File: src/scfd_pkg.sv
// Shared types and constants for the serial command frame decoder.
// No dependencies.
package scfd_pkg;

    localparam logic [7:0] SYNC_CR   = 8'h0D;
    localparam logic [7:0] SYNC_LF   = 8'h0A;
    localparam logic [7:0] CMD_MODE  = 8'hC1;
    localparam logic [7:0] CMD_ERROR = 8'hEB;
    localparam logic [3:0] MOTOR_MIN = 4'd1;
    localparam logic [3:0] MOTOR_MAX = 4'd8;
    localparam logic [3:0] ID_DC     = 4'hD;
    localparam logic [3:0] ID_E      = 4'hE;

    // low nibble command codes
    localparam logic [3:0] OP_CONNECT = 4'h0;
    localparam logic [3:0] OP_MODE    = 4'h1;
    localparam logic [3:0] OP_KP      = 4'h2;
    localparam logic [3:0] OP_KI      = 4'h3;
    localparam logic [3:0] OP_KD      = 4'h4;
    localparam logic [3:0] OP_TTV     = 4'h5;
    localparam logic [3:0] OP_DIA     = 4'h7;
    localparam logic [3:0] OP_DM      = 4'h8;
    localparam logic [3:0] OP_L0      = 4'h9;
    localparam logic [3:0] OP_ERROR   = 4'hB;
    localparam logic [3:0] OP_ANGLE   = 4'hC;
    localparam logic [3:0] OP_TENSION = 4'hF;

    // decoded kinds
    localparam logic [3:0] KIND_CONNECT = 4'd0;
    localparam logic [3:0] KIND_MODE    = 4'd1;
    localparam logic [3:0] KIND_KP      = 4'd2;
    localparam logic [3:0] KIND_KI      = 4'd3;
    localparam logic [3:0] KIND_KD      = 4'd4;
    localparam logic [3:0] KIND_TTV     = 4'd5;
    localparam logic [3:0] KIND_DIA     = 4'd6;
    localparam logic [3:0] KIND_DM      = 4'd7;
    localparam logic [3:0] KIND_L0      = 4'd8;
    localparam logic [3:0] KIND_DC      = 4'd9;
    localparam logic [3:0] KIND_E       = 4'd10;
    localparam logic [3:0] KIND_ERROR   = 4'd11;
    localparam logic [3:0] KIND_ANGLE   = 4'd12;
    localparam logic [3:0] KIND_TENSION = 4'd13;
    localparam logic [3:0] KIND_IGNORED = 4'd14;

    typedef enum logic [2:0] {
        PH_HUNT    = 3'd0,
        PH_SEEN_CR = 3'd1,
        PH_CMD     = 3'd2,
        PH_PAY0    = 3'd3,
        PH_PAY1    = 3'd4,
        PH_PAY2    = 3'd5,
        PH_PAY3    = 3'd6
    } phase_t;

    typedef struct packed {
        logic [7:0]  cmd;
        logic [31:0] word;
    } frame_t;

    typedef struct packed {
        logic [3:0]         kind;
        logic [3:0]         motor_id;
        logic signed [31:0] raw_value;
        logic [7:0]         error_source;
        logic [7:0]         error_number;
        logic               set_complete;
        logic               reply_request;
        logic [7:0]         reply_byte;
    } result_t;

endpackage

File: src/scfd_parser.sv
// Sync hunt and frame assembly: bytes in, one frame register out.
// Depends on scfd_pkg.
module scfd_parser (
    input  logic                aclk,
    input  logic                aresetn,
    input  logic                s_valid,
    output logic                s_ready,
    input  logic [7:0]          s_rx_byte,
    output logic                frm_valid,
    input  logic                frm_ready,
    output scfd_pkg::frame_t    frm
);
    import scfd_pkg::*;

    phase_t      phase_reg, phase_next;
    logic [7:0]  cmd_reg, cmd_next;
    logic [23:0] pay_reg, pay_next;
    logic        frm_valid_reg, frm_valid_next;
    frame_t      frm_reg, frm_next;
    logic        accept;

    assign s_ready   = !frm_valid_reg || frm_ready;
    assign accept    = s_valid && s_ready;
    assign frm_valid = frm_valid_reg;
    assign frm       = frm_reg;

    always_comb begin
        phase_next     = phase_reg;
        cmd_next       = cmd_reg;
        pay_next       = pay_reg;
        frm_next       = frm_reg;
        frm_valid_next = frm_valid_reg && !frm_ready;
        if (accept) begin
            case (phase_reg)
                PH_SEEN_CR: begin
                    if (s_rx_byte == SYNC_LF) begin
                        phase_next = PH_CMD;
                    end else if (s_rx_byte == SYNC_CR) begin
                        phase_next = PH_SEEN_CR;
                    end else begin
                        phase_next = PH_HUNT;
                    end
                end
                PH_CMD: begin
                    cmd_next   = s_rx_byte;
                    pay_next   = '0;
                    phase_next = PH_PAY0;
                end
                PH_PAY0: begin
                    pay_next[7:0] = s_rx_byte;
                    phase_next    = PH_PAY1;
                end
                PH_PAY1: begin
                    pay_next[15:8] = s_rx_byte;
                    phase_next     = PH_PAY2;
                end
                PH_PAY2: begin
                    pay_next[23:16] = s_rx_byte;
                    phase_next      = PH_PAY3;
                end
                PH_PAY3: begin
                    frm_next.cmd   = cmd_reg;
                    frm_next.word  = {s_rx_byte, pay_reg};
                    frm_valid_next = 1'b1;
                    phase_next     = PH_HUNT;
                end
                default: begin
                    // hunting, and unused codes act as hunting
                    phase_next = (s_rx_byte == SYNC_CR) ? PH_SEEN_CR : PH_HUNT;
                end
            endcase
        end
    end

    always_ff @(posedge aclk) begin
        if (!aresetn) begin
            phase_reg     <= PH_HUNT;
            cmd_reg       <= '0;
            pay_reg       <= '0;
            frm_valid_reg <= 1'b0;
        end else begin
            phase_reg     <= phase_next;
            cmd_reg       <= cmd_next;
            pay_reg       <= pay_next;
            frm_valid_reg <= frm_valid_next;
        end
    end

    always_ff @(posedge aclk) begin
        frm_reg <= frm_next;
    end

endmodule

File: src/scfd_decode.sv
// Command decode of one assembled frame into the result register.
// Depends on scfd_pkg.
module scfd_decode (
    input  logic                aclk,
    input  logic                aresetn,
    input  logic                frm_valid,
    output logic                frm_ready,
    input  scfd_pkg::frame_t    frm,
    input  logic [7:0]          reply_status,
    output logic                res_valid,
    input  logic                res_ready,
    output scfd_pkg::result_t   res
);
    import scfd_pkg::*;

    logic    res_valid_reg, res_valid_next;
    result_t res_reg, res_next, dec;
    logic [3:0] lo, id;
    logic    motor_ok;

    assign lo       = frm.cmd[3:0];
    assign id       = frm.cmd[7:4];
    assign motor_ok = id inside {[MOTOR_MIN:MOTOR_MAX]};

    always_comb begin
        dec               = '0;
        dec.kind          = KIND_IGNORED;
        dec.motor_id      = id;
        dec.raw_value     = frm.word;
        case (lo)
            OP_CONNECT: begin
                dec.kind          = KIND_CONNECT;
                dec.reply_request = 1'b1;
                dec.reply_byte    = reply_status;
            end
            OP_MODE: begin
                if (frm.cmd == CMD_MODE) begin
                    dec.kind = KIND_MODE;
                end
            end
            OP_KP:      if (motor_ok) dec.kind = KIND_KP;
            OP_KI:      if (motor_ok) dec.kind = KIND_KI;
            OP_KD, OP_TTV, OP_DIA, OP_DM: begin
                if (motor_ok) begin
                    dec.set_complete = (id == MOTOR_MAX);
                    case (lo)
                        OP_KD:   dec.kind = KIND_KD;
                        OP_TTV:  dec.kind = KIND_TTV;
                        OP_DIA:  dec.kind = KIND_DIA;
                        default: dec.kind = KIND_DM;
                    endcase
                end
            end
            OP_L0: begin
                if (motor_ok) begin
                    dec.kind = KIND_L0;
                end else if (id == ID_DC) begin
                    dec.kind         = KIND_DC;
                    dec.set_complete = 1'b1;
                end else if (id == ID_E) begin
                    dec.kind         = KIND_E;
                    dec.set_complete = 1'b1;
                end
            end
            OP_ERROR: begin
                if (frm.cmd == CMD_ERROR) begin
                    dec.kind         = KIND_ERROR;
                    dec.error_source = frm.word[7:0];
                    dec.error_number = frm.word[15:8];
                end
            end
            OP_ANGLE:   if (motor_ok) dec.kind = KIND_ANGLE;
            OP_TENSION: if (motor_ok) dec.kind = KIND_TENSION;
            default: ;
        endcase
    end

    assign frm_ready = !res_valid_reg || res_ready;
    assign res_valid = res_valid_reg;
    assign res       = res_reg;

    always_comb begin
        res_valid_next = res_valid_reg;
        res_next       = res_reg;
        if (frm_ready) begin
            res_valid_next = frm_valid;
            res_next       = dec;
        end
    end

    always_ff @(posedge aclk) begin
        if (!aresetn) begin
            res_valid_reg <= 1'b0;
        end else begin
            res_valid_reg <= res_valid_next;
        end
    end

    always_ff @(posedge aclk) begin
        res_reg <= res_next;
    end

endmodule

File: src/serial_command_frame_decoder_top.sv
// Serial command frame decoder, top level.
// Depends on scfd_pkg, scfd_parser and scfd_decode.
//
// Usage:
//   s_ channel: one received byte per item (s_rx_byte), valid/ready.
//   m_ channel: one decoded record per complete frame, valid/ready.
//   cfg_we/cfg_wdata: writes the reply status byte; write only when idle.
// Frames are 0D 0A, a command byte, then a 4-byte little-endian payload.
// Only the last payload byte yields a record; all other bytes give none.
// Throughput: one byte per cycle, sustained, when m_ready stays high.
// The last byte of a frame passes the frame register, then the result
// register, and the record is valid from there; it can go at the next edge.
// Stall: with m_ready low the result register holds, one more frame may
// wait in the frame register, and s_ready drops only when both are full.
// Reset (aresetn low, synchronous): sync hunt restarts, both registers
// empty, reply status clears to zero.
module serial_command_frame_decoder_top (
    input  logic               aclk,
    input  logic               aresetn,
    input  logic               cfg_we,
    input  logic [7:0]         cfg_wdata,
    input  logic               s_valid,
    output logic               s_ready,
    input  logic [7:0]         s_rx_byte,
    output logic               m_valid,
    input  logic               m_ready,
    output logic [3:0]         m_kind,
    output logic [3:0]         m_motor_id,
    output logic signed [31:0] m_raw_value,
    output logic [7:0]         m_error_source,
    output logic [7:0]         m_error_number,
    output logic               m_set_complete,
    output logic               m_reply_request,
    output logic [7:0]         m_reply_byte
);
    import scfd_pkg::*;

    logic [7:0] status_reg;
    logic       frm_valid, frm_ready;
    frame_t     frm;
    result_t    res;

    always_ff @(posedge aclk) begin
        if (!aresetn) begin
            status_reg <= '0;
        end else if (cfg_we) begin
            status_reg <= cfg_wdata;
        end
    end

    scfd_parser u_parser (
        .aclk      (aclk),
        .aresetn   (aresetn),
        .s_valid   (s_valid),
        .s_ready   (s_ready),
        .s_rx_byte (s_rx_byte),
        .frm_valid (frm_valid),
        .frm_ready (frm_ready),
        .frm       (frm)
    );

    scfd_decode u_decode (
        .aclk         (aclk),
        .aresetn      (aresetn),
        .frm_valid    (frm_valid),
        .frm_ready    (frm_ready),
        .frm          (frm),
        .reply_status (status_reg),
        .res_valid    (m_valid),
        .res_ready    (m_ready),
        .res          (res)
    );

    assign m_kind          = res.kind;
    assign m_motor_id      = res.motor_id;
    assign m_raw_value     = res.raw_value;
    assign m_error_source  = res.error_source;
    assign m_error_number  = res.error_number;
    assign m_set_complete  = res.set_complete;
    assign m_reply_request = res.reply_request;
    assign m_reply_byte    = res.reply_byte;

endmodule

File: config.mk
export PLATFORM = sky130hd
export DESIGN_NAME = serial_command_frame_decoder_top
export DESIGN_NICKNAME = d
export VERILOG_FILES = /design/src/scfd_pkg.sv /design/src/scfd_parser.sv /design/src/scfd_decode.sv /design/src/serial_command_frame_decoder_top.sv
export SDC_FILE = /design/constraint.sdc
export NUM_CORES = 1
export LEC_CHECK = 0
export BUFFER_PORTS_ARGS = -buffer_cell sky130_fd_sc_hd__buf_2
export CAP_MARGIN = 0
export CORE_AREA = 2 2 141 143
export CTS_BUF_LIST = sky130_fd_sc_hd__clkbuf_4
export CTS_CLUSTER_DIAMETER = 120
export DETAILED_ROUTE_END_ITERATION = 8
export DIE_AREA = 0 0 143 145
export PLACE_DENSITY_LB_ADDON = 0.08
export SLEW_MARGIN = 10
export SYNTH_ARGS = -nofsm -noshare
export SYNTH_HDL_FRONTEND = slang
export SYNTH_SLANG_ARGS = --single-unit
export TNS_END_PERCENT = 10
File: constraint.sdc
create_clock -name aclk -period 3.5 [get_ports aclk]
set_input_delay 0.35 -clock aclk [delete_from_list [all_inputs] [get_ports aclk]]
set_output_delay 0.35 -clock aclk [all_outputs]
set_load 0.02 [all_outputs]
==> results of run 1 <==
==> worst max path at each step <==
stage	startpoint	end	slack (ns)
after CTS	u_decode.res_valid$_SDFFE_PN0P_	u_parser.frm[34]$_DFFE_PP_	1.21
after floorplan	u_decode.res_valid$_SDFFE_PN0P_	u_parser.frm[0]$_DFFE_PP_	0.34
after detailed placement	m_ready	u_parser.frm[18]$_DFFE_PP_	1.14
after global placement	m_ready	u_parser.frm[18]$_DFFE_PP_	1.20
after global routing	u_decode.res_valid$_SDFFE_PN0P_	u_parser.frm[16]$_DFFE_PP_	1.06
final	u_decode.res_valid$_SDFFE_PN0P_	u_parser.frm[18]$_DFFE_PP_	1.25
==> cell usage in the layout, fill, tap and decap left out, types with 2 or more instances in the layout <==
cell           Yosys  layout
a21boi_0           5       5
xnor2_1            2       2
a22o_1             5       5
inv_6              0       3
dlygate4sd3_1      0       7
mux2i_1           16      16
o21ai_0            9       9
and2_1            28      28
nor2b_1           25      25
nand2b_1           7       6
a21boi_2           8       8
diode_2            0       3
a21oi_1           10      10
nor4b_4            2       2
clkinv_1           0       3
nand2_1           30      30
nand2_4            2       2
dfxtp_1           45      45
a22oi_1            9       9
and4b_1            3       3
clkinv_4           0       2
edfxtp_1         106     106
nand3_1           11      11
inv_1              3       3
buf_2              8      88
xor2_1             4       4
clkinv_2           0       2
nor3_1             2       2
clkbuf_4           0      17
nor2_1             6       6
clkinvlp_4         0       3
==> metrics by stage <==
| step | worst slack, ns | power [mW] | cell area (um2) | util [%] |
|---|---|---|---|---|
| 2_1_floorplan | 0.3369 | 1.982 | 5650 | - |
| 3_3_place_gp | 1.198 | 2.019 | 6370 | 33.16 |
| 6_report | 1.254 | 2.972 | 6704 | 34.90 |
| 4_1_cts | 1.207 | 3.036 | 6696 | 34.86 |
| 3_5_place_dp | 1.143 | 2.020 | 6370 | 33.16 |
| 5_1_grt | 1.056 | 3.115 | 6704 | 34.90 |
==> area by class of cell <==
| type | instances | area [um2] |
|---|---|---|
| antenna | 3 | 7.507 |
| inverter | 4 | 17.52 |
| fill | 1907 | 12500 |
| multi-input combinational | 207 | 1469 |
| tap | 265 | 331.6 |
| clock buffer | 17 | 127.6 |
| clock inverter | 15 | 128.9 |
| sequential | 151 | 4084 |
| timing repair buffer | 97 | 538.0 |
==> worst register-to-register path: stages (launching register included) <==
cell     delay [ns]
dfxtp_1        0.37
and3b_2        0.27
inv_4          0.10
and2_1         0.22
nand2_1        0.13
nor3b_4        0.55
buf_12         0.28
==> report_power, final <==
group | switching [mW] | internal (mW) | leakage, nW | total, mW
clock | 0.634 | 0.355 | 0.133 | 0.989
combinational | 0.0426 | 0.0348 | 0.885 | 0.0775
sequential | 0.00615 | 1.90 | 1.47 | 1.91
total | 0.683 | 2.29 | 2.49 | 2.97
==> cells in the mapped netlist (2+ instances only) <==
library cell	instances
nand2_4	2
a21oi_1	10
a21boi_2	8
mux2i_1	16
a22oi_1	9
buf_4	2
xnor2_1	2
o21ai_0	9
nor2_1	6
buf_2	8
nand2b_1	7
and2_1	28
and4b_1	3
nor3_1	2
nand3_1	11
edfxtp_1	106
nor4b_4	2
a22o_1	5
nor2b_1	25
a21boi_0	5
dfxtp_1	45
inv_1	3
clkbuf_1	6
xor2_1	4
nand2_1	30
==> metal layers <==
metal | vias to the layer above | part of all wire (%) | wire length, um
met4 | 0 | 1.2 | 134
met2 | 76 | 49 | 5521
met3 | 10 | 4.7 | 533
met1 | 1571 | 45 | 5062
li1 | 1587 | - | -
met5 | - | 0 | 0
==> kinds of logic after synthesis <==
kind of cell           after synthesis
flip-flops                         151
XOR/XNOR                             6
AND/OR/NAND/NOR                    127
multiplexers                        16
buffers and inverters               22
AO/OA/AOI/OAI                       58
==> impl_metrics.toml, run 1 <==
[status]
status = "finished clean"

[critical_path]
reg2reg_from = "u_decode.res_valid$_SDFFE_PN0P_"
required_ns = 3.73
cp_data_arrival_time_ns = 2.48
r2r_cells = 6
crit_fanout = 32
startpoint_type = "flip-flop"
critical_path.top_delay_family = "simple AND/OR/NAND/NOR gates"
slowest_stage = "nor3b_4"
max_stage_delay_ns = 0.54
r2r-end = "u_parser.frm[18]$_DFFE_PP_"
critical_path.cell_chain = "and3b_2 -> inv_4 -> and2_1 -> nand2_1 -> nor3b_4 -> buf_12"
crit_path_end_kind = "flip-flop"
reg2reg_setup_slack_ns = 1.25
cp.depth = 6
crit_buf_inv = 2
worst-setup-path-type = "flip-flop to flip-flop"

[floorplan]
row_count = 51
ios = 89
start_util_pct = 29.42
dieWidth_um = 143
fp.dieH_um = 145
die_area_um2 = 20740
coreArea_um2 = 19210

[synthesis]
synth_mux_area_share_pct = 2.834
ys_seq_elements = 151
synth_compound_area_share_pct = 7.927
synth.top_cells.by_area = "edfxtp_1 (56%), dfxtp_1 (16%), and2_1 (3.1%)"
ys_types = 51
synth_edf_count = 106
yosysSeqAreaShare_pct = 72.28
async_reset_ff_share_pct = 0
netlist_area_um2 = 5650
postSynthCellCount = 380
synth_fa_ha_area_share_pct = 0
syn_area_per_cell_um2 = 14.87
synth_top_family_by_area = "simple AND/OR/NAND/NOR gates"
synth-main-ff-cell = "edfxtp_1"
synth-simple-area-share_pct = 14.06
yosysTopAreaCellShare_pct = 56.33
yosys.area.top_type = "edfxtp_1"
synth_nets = 401
synth_warnings = 0
synthXorXnorAreaFrac_pct = 0.9300

[timing]
grt_setup_unrepaired = "no"
drv_slew = 0
fin_skew_ns = 0.01546
fin_crit_sh_pct = 64.17
setup_tns_ns = 0
relSlewSlack_pct = 37.31
worstMarginPinSlew_ns = 0.9403
period_needed_ns = 2.246
setup_viol = 0
hold_viol_final = 0
hold-worst-slack_ns = 0.08988
fmax_mhz = 445.2

[placed_design]
dpl.hpwl_um = 7304
gp_congestion = 0.7560
dp.cells = 717
portBuffers = 88

[worst_hold_path]
holdPathStages = 3
worstHoldPathType = "input port to flip-flop"
worstHoldEndpoint = "status_reg[3]$_SDFFE_PN0P_"
hold_start = "cfg_wdata[3]"

[cts]
cts_buffers = 17
cts_tree = "yes"
cts_resized = 0
cts.path.max_buffers = 2
path_clk_slew_ns = 0.13
post-cts-setup-buffers = 0
cts_root_buf = "clkbuf_4"
cts_sinks = 151
h-tree-depth = 4
clock_latency_ns = 0.53
cts_hold_buf = 7

[global_route]
grt_use_total_pct = 11.46
busiest_layer = "met2"
antenna_found_initial = 3
grt_pass1_vias = 3368
overflow = 0
grtUsageMet3_pct = 4.125
use_met1_pct = 13.63
grt_max_degree = 68
grt_first_pass_wirelength_um = 17930
grtUsageMet2_pct = 18.76

[power]
p_leak_nw = 2.491
peakVddDrop_mv = 0.1401
powerDensity_nw_per_um2 = 443.4

[route]
drtPass1Iterations = 4
ant_nets = 0
drc = 0
avgViaCountPerCell = 4.274
wl_per_cell_um = 14.82
drt_wl_total_um = 11250
drt_iter0_markers = 175
vias = 3244

[finish]
layout.nets = 499
fin_cells = 759
syn_to_final_growth_pct = 18.64
drive_gt1_share_pct = 29.12
largest_reg_flops = 66

[run]
drv_cap = 0
Power figures use the tool's default switching activity.
==> run 2: changes to the inputs <==
==> constraint.sdc (replaced) <==
create_clock -name aclk -period 2.1 [get_ports aclk]
set_input_delay 0.21 -clock aclk [delete_from_list [all_inputs] [get_ports aclk]]
set_output_delay 0.21 -clock aclk [all_outputs]
set_load 0.02 [all_outputs]
==> run 2 against run 1 <==
  * Highest routed layer unchanged
  * Global-route usage is 0.43 points higher
  * Via count increased by 2.5%
  * Clock power increased by 78%
  * Largest power group unchanged
  * Combinational power up 92%
  * Power grew 71%
  * Register-to-register slack got worse by 0.99 ns
  * Sequential power grew 66%
  * Count of clock-buffer cells in the layout increased by 3
==> impl_metrics.toml, run 2 (synthesized netlist as in run 1, its figures left out) <==
[run]
drv_cap = 0

[placed_design]
gp_congestion = 0.7257
portBuffers = 88
dp.cells = 727
dpl.hpwl_um = 7643

[route]
drtPass1Iterations = 4
drc = 0
dr_wl_met2_um = 5320
drt_iter0_markers = 90
vias = 3325
drt_wl_total_um = 11740
drt-met1-wl_um = 5667
ant_nets = 0
dr_wl_met3_um = 582
avgViaCountPerCell = 4.279
wl_per_cell_um = 15.10
highest_layer = "met4"

[worst_hold_path]
worstHoldPathType = "input port to flip-flop"
worstHoldEndpoint = "status_reg[5]$_SDFFE_PN0P_"
holdPathStages = 3
hold_start = "cfg_we"

[floorplan]
die_area_um2 = 20740
start_util_pct = 29.42
ios = 89
dieWidth_um = 143
fp.dieH_um = 145
row_count = 51
coreArea_um2 = 19210

[power]
p_leak_nw = 2.612
powerDensity_nw_per_um2 = 735.9
peakVddDrop_mv = 0.2757
fin_total_pwr_mw = 5.087

[cts]
cts_tree = "yes"
path_clk_slew_ns = 0.13
cts_buffers = 17
cts_resized = 0
post-cts-setup-buffers = 0
cts_root_buf = "clkbuf_4"
cts.path.max_buffers = 2
h-tree-depth = 4
cts_sinks = 151
clock_latency_ns = 0.55

[critical_path]
crit_fanout = 7
reg2reg_setup_slack_ns = 0.26
required_ns = 2.38
crit_buf_inv = 0
reg2reg_from = "u_parser.frm[38]$_DFFE_PP_"
max_stage_delay_ns = 0.55
critical_path.cell_chain = "nor3_4 -> xor2_1 -> a2111oi_0 -> a31oi_1"
crit_path_end_kind = "flip-flop"
slowest_stage = "edfxtp_1"
r2r_cells = 4
worst-setup-path-type = "flip-flop to flip-flop"
critical_path.top_delay_family = "flip-flops"
cp_data_arrival_time_ns = 2.12
startpoint_type = "flip-flop"
r2r-end = "u_decode.res[64]$_DFFE_PP_"

[global_route]
antenna_found_initial = 1
grt_first_pass_wirelength_um = 18490
grt_use_total_pct = 11.90
grt_pass1_vias = 3306
grt_max_degree = 37
overflow = 0

[timing]
fmax_mhz = 544.3
fin_skew_ns = 0.01593
grt_setup_unrepaired = "no"
period_needed_ns = 1.837
drv_slew = 0
hold_viol_final = 0
setup_viol = 0
worstMarginPinSlew_ns = 0.5831
setup_tns_ns = 0
hold-worst-slack_ns = 0.09937
fin_crit_sh_pct = 87.48
relSlewSlack_pct = 61.13

[finish]
layout_common_cells = "edfxtp_1 (106), buf_2 (88), dfxtp_1 (44)"
mostFrequentLayoutCell = "edfxtp_1"
fill_cells = 1901
seq_area_um2 = 4088
syn_to_final_growth_pct = 22.34
largest_reg_flops = 66
drive_gt1_share_pct = 30.78
fin_cells = 777
multi_input_area_um2 = 1479
layout.nets = 518
utilization_pct = 35.99

[status]
status = "finished clean"
run 2: worst register-to-register path, delay by kind of cell, from the launching register on:
| kind | cells | cell delay [ns] |
|---|---|---|
| AO/OA/AOI/OAI | 2 | 0.54 |
| XOR/XNOR | 1 | 0.18 |
| flip-flops | 1 | 0.55 |
| AND/OR/NAND/NOR | 1 | 0.31 |
run 2: how the worst max path moves through the flow:
stage                                          from                         end  slack [ns]  cells past startpoint
floorplan           u_decode.res_valid$_SDFFE_PN0P_   u_parser.frm[0]$_DFFE_PP_       -0.43                      6
global placement         u_parser.frm[38]$_DFFE_PP_  u_decode.res[64]$_DFFE_PP_        0.31                      4
detailed placement       u_parser.frm[38]$_DFFE_PP_  u_decode.res[64]$_DFFE_PP_        0.27                      4
CTS                      u_parser.frm[37]$_DFFE_PP_  u_decode.res[64]$_DFFE_PP_        0.25                      4
global route             u_parser.frm[37]$_DFFE_PP_  u_decode.res[64]$_DFFE_PP_        0.13                      4
finish                   u_parser.frm[38]$_DFFE_PP_  u_decode.res[64]$_DFFE_PP_        0.26                      4
run 2: routing by layer:
| metal | track usage [%] | vias up |
|---|---|---|
| met1 | 15.97 | 1605 |
| li1 | - | 1632 |
| met4 | 4.703 | 0 |
| met5 | 0 | - |
| met3 | 3.960 | 11 |
| met2 | 17.70 | 77 |
run 2: where the power goes:
part | total (mW) | internal (mW) | switching (mW) | leakage, nW
logic | 0.149 | 0.0708 | 0.0778 | 0.994
registers | 3.17 | 3.16 | 0.0100 | 1.47
clock network | 1.76 | 0.742 | 1.02 | 0.145
run 2: area by class of cell:
class	count	area share [%]
multi-input cells	207	21.39
diodes	2	0.07240
inverters	4	0.2534
well taps	265	4.796
flip-flops and latches	151	59.13
clock buffers	20	2.172
clock inverters	12	1.828
repair buffers	116	10.35
run 2: stage by stage:
| step | setup slack [ns] | area, um2 |
|---|---|---|
| 4_1_cts | 0.2518 | 6908 |
| 5_1_grt | 0.1286 | 6910 |
| 3_5_place_dp | 0.2654 | 6471 |
| 3_3_place_gp | 0.3131 | 6471 |
| 2_1_floorplan | -0.4344 | 5677 |
| 6_report | 0.2629 | 6913 |
run 2: repair_timing:
action	CTS	global route
hold buffers	16	0
hold endpoints to repair	26	0
endpoints found under the setup margin	0	0
==> run 3: changes to the inputs <==
--- a/config.mk
+++ b/config.mk
@@ -5,14 +5,14 @@
 export SDC_FILE = /design/constraint.sdc
 export NUM_CORES = 1
 export LEC_CHECK = 0
-export BUFFER_PORTS_ARGS = -buffer_cell sky130_fd_sc_hd__buf_2
 export CAP_MARGIN = 0
 export CORE_AREA = 2 2 141 143
 export CTS_BUF_LIST = sky130_fd_sc_hd__clkbuf_4
 export CTS_CLUSTER_DIAMETER = 120
 export DETAILED_ROUTE_END_ITERATION = 8
 export DIE_AREA = 0 0 143 145
-export PLACE_DENSITY_LB_ADDON = 0.08
+export DONT_BUFFER_PORTS = 1
+export PLACE_DENSITY = 0.45
 export SLEW_MARGIN = 10
 export SYNTH_ARGS = -nofsm -noshare
 export SYNTH_HDL_FRONTEND = slang
==> run 3 against run 2 <==
  * Setup slack worse by 0.11 ns
  * Non-clock buffer count down 73
  * First-iteration DRC count up 99%
  * Critical path type unchanged
  * Highest routed layer unchanged
  * Combinational power down 7%
  * Critical path depth up 2
  * Global-route usage about the same
==> impl_metrics.toml, run 3 (synthesized netlist as in run 1, its figures left out) <==
[power]
p_leak_nw = 2.278
powerDensity_nw_per_um2 = 749.6
fin_total_pwr_mw = 4.938
peakVddDrop_mv = 0.2882

[global_route]
antenna_found_initial = 2
busiest_layer = "met2"
grtUsageMet3_pct = 4.125
grt_first_pass_wirelength_um = 18220
grt_max_degree = 44
overflow = 0
grt_pass1_vias = 3085
grtUsageMet2_pct = 18.73
grt_use_total_pct = 11.94
use_met1_pct = 14.93

[cts]
cts_tree = "yes"
h-tree-depth = 4
cts_root_buf = "clkbuf_4"
cts.path.max_buffers = 2
path_clk_slew_ns = 0.15
cts_sinks = 151
cts_buffers = 17
clock_latency_ns = 0.56

[placed_design]
dp.cells = 638
dpl_cell_area_um2 = 6011
dpl.hpwl_um = 7211
portBuffers = 0
gp_congestion = 0.7374

[worst_hold_path]
worstHoldPathType = "input port to flip-flop"
holdPathStages = 3
hold_start = "s_rx_byte[1]"
worstHoldEndpoint = "u_parser.phase_reg[0]$_SDFFE_PN0P_"

[route]
drc = 0
avgViaCountPerCell = 4.415
drtPass1Iterations = 4
drt_iter0_markers = 179
ant_nets = 0
drt_wl_total_um = 11770
vias = 3104
wl_per_cell_um = 16.74

[timing]
worstMarginPinSlew_ns = 0.6325
setup_viol = 0
fmax_mhz = 514.6
fin_crit_sh_pct = 92.54
relSlewSlack_pct = 57.65
period_needed_ns = 1.943
fin_skew_ns = 0.02757
hold_viol_final = 0
drv_slew = 0
grt_setup_unrepaired = "no"

[floorplan]
start_util_pct = 29.42
die_area_um2 = 20740
dieWidth_um = 143
row_count = 51
coreArea_um2 = 19210
fp.dieH_um = 145
ios = 89

[finish]
layout_common_cells = "edfxtp_1 (106), dfxtp_1 (44), dlygate4sd3_1 (31)"
multi_input_area_um2 = 1479
seq_area_um2 = 4088
fill_cells = 1884
layout.nets = 445
syn_to_final_growth_pct = 16.59
largest_reg_flops = 66
mostFrequentLayoutCell = "edfxtp_1"
stdcell_area_um2 = 6588
drive_gt1_share_pct = 15.79
fin_cells = 703

[critical_path]
crit_path_end_kind = "flip-flop"
reg2reg_setup_slack_ns = 0.16
reg2reg_from = "u_decode.res_valid$_SDFFE_PN0P_"
r2r-end = "u_parser.frm[11]$_DFFE_PP_"
cp_data_arrival_time_ns = 2.17
crit_fanout = 25
r2r_cells = 6
required_ns = 2.32
worst-setup-path-type = "flip-flop to flip-flop"
startpoint_type = "flip-flop"
crit_start = "u_decode.res_valid$_SDFFE_PN0P_"

[run]
drv_cap = 0

[status]
status = "finished clean"
-- run 3: worst max path at each step --
stage / to / slack, ns
final: u_parser.frm[11]$_DFFE_PP_ / 0.16
after global placement: u_parser.frm[11]$_DFFE_PP_ / 0.21
after floorplan: u_parser.frm[0]$_DFFE_PP_ / -0.43
after detailed placement: u_parser.frm[3]$_DFFE_PP_ / 0.17
after CTS: u_parser.frm[34]$_DFFE_PP_ / 0.13
after global routing: u_parser.frm[11]$_DFFE_PP_ / 0.04
-- run 3: final cells by class --
cell class / instances / area share, %
diodes: 1 / 0.03799
clock buffers: 17 / 1.937
clock inverters: 15 / 1.766
inverters: 4 / 0.2659
multi-input cells: 207 / 22.45
flip-flops and latches: 151 / 62.05
well taps: 265 / 5.033
repair buffers: 43 / 6.458
-- run 3: metal layers --
metal,vias to the layer above,routed length [um]
met1,1523,5290
met3,19,588
met4,0,210
met5,-,0
li1,1480,-
met2,82,5681
-- run 3: power breakdown --
part | internal [mW] | switching, mW | total (mW) | leakage, nW
logic | 0.0804 | 0.0571 | 0.138 | 0.672
registers | 3.17 | 0.0206 | 3.19 | 1.47
clock network | 0.492 | 1.12 | 1.61 | 0.132
-- run 3: metrics by stage --
step	setup slack, ns	hold slack, ns	setup TNS, ns	util (%)
after global placement	0.2138	0.3096	0	31.29
final	0.1567	0.06353	0	34.30
after detailed placement	0.1734	0.3094	0	31.29
after global routing	0.03942	0.02666	0	34.30
after floorplan	-0.4344	0.3089	-33.03	-
after CTS	0.1319	0.002061	0	34.28
-- run 3: what timing repair did --
| item | 4_1_cts | 5_1_grt |
|---|---|---|
| gates resized for setup | 0 | 0 |
| hold buffers | 32 | 0 |
| endpoints found under the setup margin | 0 | 0 |
| setup buffers | 0 | 0 |
| endpoints found under the hold margin | 53 | 0 |
-- run 3: critical path, cell delays in order, from the launching register on --
cell and delay, ns:
dfxtp_4 0.41, and3b_2 0.25, inv_4 0.14, and2_4 0.20
nand2_4 0.06, nor3b_4 0.19, buf_4 0.34
